==> config.mk <==
export PLATFORM = sky130hd
export DESIGN_NAME = lhntg_ram
export DESIGN_NICKNAME = d
export VERILOG_FILES = /design/src/lhntg_ram.sv
export SDC_FILE = /design/constraint.sdc
export NUM_CORES = 1
export LEC_CHECK = 0
export ABC_CLOCK_PERIOD_IN_PS = 6700
export BUFFER_PORTS_ARGS = -buffer_cell sky130_fd_sc_hd__buf_2
export CORE_MARGIN = 1.5
export CORE_UTILIZATION = 55
export CTS_CLUSTER_DIAMETER = 30
export DETAILED_ROUTE_END_ITERATION = 16
export PLACE_DENSITY_LB_ADDON = 0.12
export RECOVER_POWER = 25
export SYNTH_ARGS = -nofsm -noshare
export SYNTH_HDL_FRONTEND = slang
export SYNTH_SLANG_ARGS = --single-unit
==> constraint.sdc <==
create_clock -name clk -period 6.7 [get_ports clk]
set_input_delay 1.005 -clock clk [delete_from_list [all_inputs] [get_ports clk]]
set_output_delay 1.005 -clock clk [all_outputs]
set_load 0.005 [all_outputs]
==> src/lhntg_ram.sv <==
// Generic single-write, single-read RAM with registered read data.
// No dependencies.

module lhntg_ram #(
    parameter int WIDTH = 24,
    parameter int DEPTH = 24
) (
    input  logic                     clk,
    input  logic                     we,
    input  logic [$clog2(DEPTH)-1:0] waddr,
    input  logic [WIDTH-1:0]         wdata,
    input  logic [$clog2(DEPTH)-1:0] raddr,
    output logic [WIDTH-1:0]         rdata
);

    logic [WIDTH-1:0] mem_reg [DEPTH];
    logic [WIDTH-1:0] rdata_reg;

    always_ff @(posedge clk)
    begin
        if (we)
        begin
            mem_reg[waddr] <= wdata;
        end
        rdata_reg <= mem_reg[raddr];
    end

    assign rdata = rdata_reg;

endmodule

* After elaboration in Yosys (flattened, before gate mapping)
Memories as Yosys holds them, arrays and structs flattened. A register that Yosys moved wholly into a read port is not among the register bits.
Index checks and enable logic that the tools add are counted.
** Operators by class
- Add/subtract/negate cells :: 0
- $mul :: 0
- Div/mod/pow operators :: 0
- $lt $le $gt $ge :: 0
- Eq/ne operators :: 0
- Shifts and indexed selects :: 0
- Multiplexer cells :: 2
- Bitwise logic cells :: 0
- Reductions and logical operators :: 0
** Operator list (number)
- $mux W1 :: 2
** Word-level totals
- Register bits :: 0
- Bits in latches :: 0
- Bits in writable memories :: 576
- Memory bits (read-only) :: 0
- Input port bits :: 36
- Output and inout port bits :: 24
- Logic and storage cells :: 3
- Memories kept :: 1
** Memory list
- mem_reg :: depth 24, bits a word 24, rd ports 1, clocked after Yosys merged registers in 1, write ports 1, line 16 : logic [WIDTH-1:0] mem_reg [DEPTH];

* Longest topological paths before layout
- Word-level depth :: 2
- Depth in mapped cells :: 8

* Least setup slack after synthesis
OpenSTA, ideal clock, no wires.
- Path type :: in2reg
- From :: input port waddr[1]
- To :: memory mem_reg[20][0] (enable)
- Library setup time :: 405 ps
- Arrival time :: 2659 ps
- Data required time :: 6295 ps
- Path slack :: 3636 ps
- Cell stages on the path :: 3
- Path through :: or3b_2 -> clkbuf_1 -> nor2_1
** RTL lines
- start, declared :: line 10 : input logic [$clog2(DEPTH)-1:0] waddr,
- end, declared :: line 16
Straight into the memory's write port.

==> summary.md <==
| Metric | Value |
|---|---|
| Post-layout total power | 10800 µW |
| CP Launch Type | input pin |
| Reg clk slew, reported paths | 50 ps |
| CTS sink count | 600 |
| Clock skew | 15.3 ps |
| Largest stage delay on the critical path | 900 ps |
| Post-layout min period | 2980 ps |
| Pin count of the biggest net entering global routing | 63 |
| Worst Path Arrival | 3480 ps |
| Post-synthesis cell count | 1065 |
| Sequential element share of the synthesized area | 78.1% |
| Endpoint, Worst Hold | rdata[19] |
| Level count of the clock H-tree | 3 |
| Max-slew violations | 0 |
| Initial Utilization | 55.7% |
| Register bit count reported by yosys | 600 |
| Drc violations | 0 |
| Worst slew pin tran | 1250 ps |
| Via count | 11300 |
| Synth unique cells | 22 |
| Count of final hold-check violations | 0 |
| Number of global-route vias before repair | 11400 |
| Number of nets in the synthesized netlist | 1101 |
| Most used cells in the layout excluding fill and tap cells | edfxtp_1 (576), mux2i_1 (120), clkbuf_16 (115) |
| Synthesized area per cell | 21.4 µm² |
| Worst endpoint required time | 7200 ps |
| Max Fclk | 336 MHz |
| Count of standard-cell rows | 74 |
| Synthesized cell area | 22700 µm² |
| Wire length of the first global-routing pass | 75.7 mm |
| Worst ir drop on vdd | 0.000265 V |
| Filler-free cell count of the finished design | 1837 |
| Clock tree from TritonCTS | built |
| Outcome | finished, final reports clean |
| Maximum clock path buffer count | 3 |
| Synth warnings | 0 |
| Total setup buffers inserted after CTS | 0 |
| Global placer's final weighted congestion | 0.714 |
| Library cell contributing the largest single delay on the critical path | buf_4 |
| Slew margin rel. | 16.4% |
| Critical Setup Path Class | in -> reg |
| Sum of buffers and inverters on the critical path | 2 |
| Full die area | 42600 µm² |
| Internal power | 8650 µW |
| Part of the power in combinational logic | 3.3% |
| Hold WC Path Type | reg -> reg |
| Number of I/O port buffers | 59 |
| Reg-to-reg critical path endpoint | rdata[8] |
| Number of nets with antenna violations after routing | 0 |
| Seq pwr share | 38.7% |
| Pwr Density | 388 nW/µm² |
| HPWL Detailed | 25.3 mm |
| Clock network latency to the later pin of the worst-skew pair | 640 ps |
| Switching power total | 2200 µW |
| DRT iter0 DRCs | 998 |
| Via density per instance | 6.14 |
| Instance area at placement | 23700 µm² |
| Number of buffers added to fix hold violations after cts | 0 |
| RSZ-0062 raised after global routing | no |
| Number of inserted diodes | 0 |
| Worst hold-check slack | 614 ps |
| Start of the worst register-to-register path | mem_reg[12][8] |
| First drt pass iteration count | 5 |
| Clk network pwr share | 57.9% |
| Nets | 1238 |
| Max Fanout on Critical Path | 62 |
| Cells resized by post-CTS repair | 0 |
| Vert. Die Dim | 206 µm |
| Minimum setup slack among reg-to-reg paths | 5230 ps |
| Residual overflow from global routing | 0 |
| Hold depth | 4 |
| CTS Buf Count | 115 |
| Routed WL per cell | 28.4 µm |
| Cell chosen for the clock root | clkbuf_16 |
| Inst Count DP | 1617 |
| Fill cell instance count of the final layout | 2503 |
| Initial antenna violation count | 1 |
| Summed area of non-filler cells in the final layout | 28000 µm² |
| Fin Setup TNS | 0 ps |
| Critical path endpoint category | register |
| Proportion of layout cells with a drive suffix above 1 | 30.6% |
| X dimension of the die | 206 µm |
| Crit path max-delay family | buffers and inverters |
| Max-capacitance violation count | 0 |
| Global Route Usage Sum | 25.6% |
| Most frequent standard cell in the layout excluding fill and tap cells | edfxtp_1 |
| Count of final setup violators | 0 |
| I/O pin total | 60 |
| Period Utilization, post-route | 44.4% |
| Standby leakage power | 0.00940 µW |
| Sequence of cells on the critical path | buf_6 > buf_4 > mux4_2 > a2bb2oi_1 > nand3_1 > o311ai_1 |
| Layout overhead on the synthesized area | 22.9% |
| Sw Share | 20.3% |
| Final wirelength | 52.2 mm |
| Number of flip-flops under the largest register name | 576 |
| Total core area | 40800 µm² |
| Worst R2R Path Depth | 4 |
| Hold path startpoint | mem_reg[10][19] |
==> final cells by class <==
class                      instances  area (µm²)  share of cell area [%]
timing repair buffer              84         483                    1.73
clock buffer                     125        2930                    10.5
tap                              532         666                    2.38
clock inverter                    95        1390                    4.98
multi-input combinational        401        4720                    16.9
sequential                       600       17800                    63.6
==> worst max-delay path by stage <==
stage | startpoint | to | slack (ps) | cells past startpoint
2_1_floorplan | waddr[1] | mem_reg[20][0] | 3640 | 3
3_3_place_gp | raddr[2] | rdata[21] | 3160 | 6
3_5_place_dp | raddr[2] | rdata[20] | 3140 | 6
4_1_cts | raddr[2] | rdata[15] | 3790 | 6
5_1_grt | raddr[2] | rdata[15] | 3630 | 6
6_report | raddr[2] | rdata[15] | 3720 | 6
==> synth_stat cells (all sizes together) <==
cell,n,area (µm²)
or3b,2,17.5
buf,41,333
nand2,26,97.6
and2,2,12.5
nand3b,4,30.0
a2bb2oi,24,210
or3,1,6.26
o311ai,24,210
mux4,96,2160
nor2b,3,18.8
mux2i,120,1200
edfxtp,576,17300
clkbuf,23,90.1
nand3,25,125
o211ai,24,180
dfxtp,24,480
nor2,26,97.6
a22oi,24,180
==> routing by layer <==
metal | GRT usage [%] | routed length [µm] | vias up
li1 | - | - | 4787
met1 | 38.0 | 22900 | 6003
met2 | 39.6 | 25100 | 422
met3 | 4.23 | 3330 | 71
met4 | 7.43 | 937 | 0
met5 | 0 | 0 | -
==> power groups by stage <==
stage / registers (µW) / logic, µW / clock network [µW]
6_report: 4200 / 362 / 6280
5_1_grt: 4200 / 390 / 6530
4_1_cts: 4200 / 368 / 6340
3_5_place_dp: 4270 / 365 / 0
2_1_floorplan: 4260 / 220 / 0
3_3_place_gp: 4270 / 362 / 0
==> metrics by stage <==
stage | setup slack [ps] | utilization, %
2_1_floorplan | 3640 | -
3_3_place_gp | 3160 | 58.0
3_5_place_dp | 3140 | 58.0
4_1_cts | 3790 | 68.5
5_1_grt | 3630 | 68.5
6_report | 3720 | 68.5
==> kinds of logic (layout without fill, tap and decap cells) <==
group,after synthesis,after routing,share of synthesized area (%)
AOI/OAI and AO/OA,96,96,3.43
buffers and inverters,64,304,1.86
DFF,600,600,78.1
muxes,216,216,14.8
and+or+nand+nor,89,89,1.78
==> worst register-to-register path, cell delays in order, from the launching register on <==
cell       delay [ps]
edfxtp_1          370
mux4_2            480
a2bb2oi_1         140
nand3_1           160
o311ai_1          160
Power figures use the tool's default switching activity.
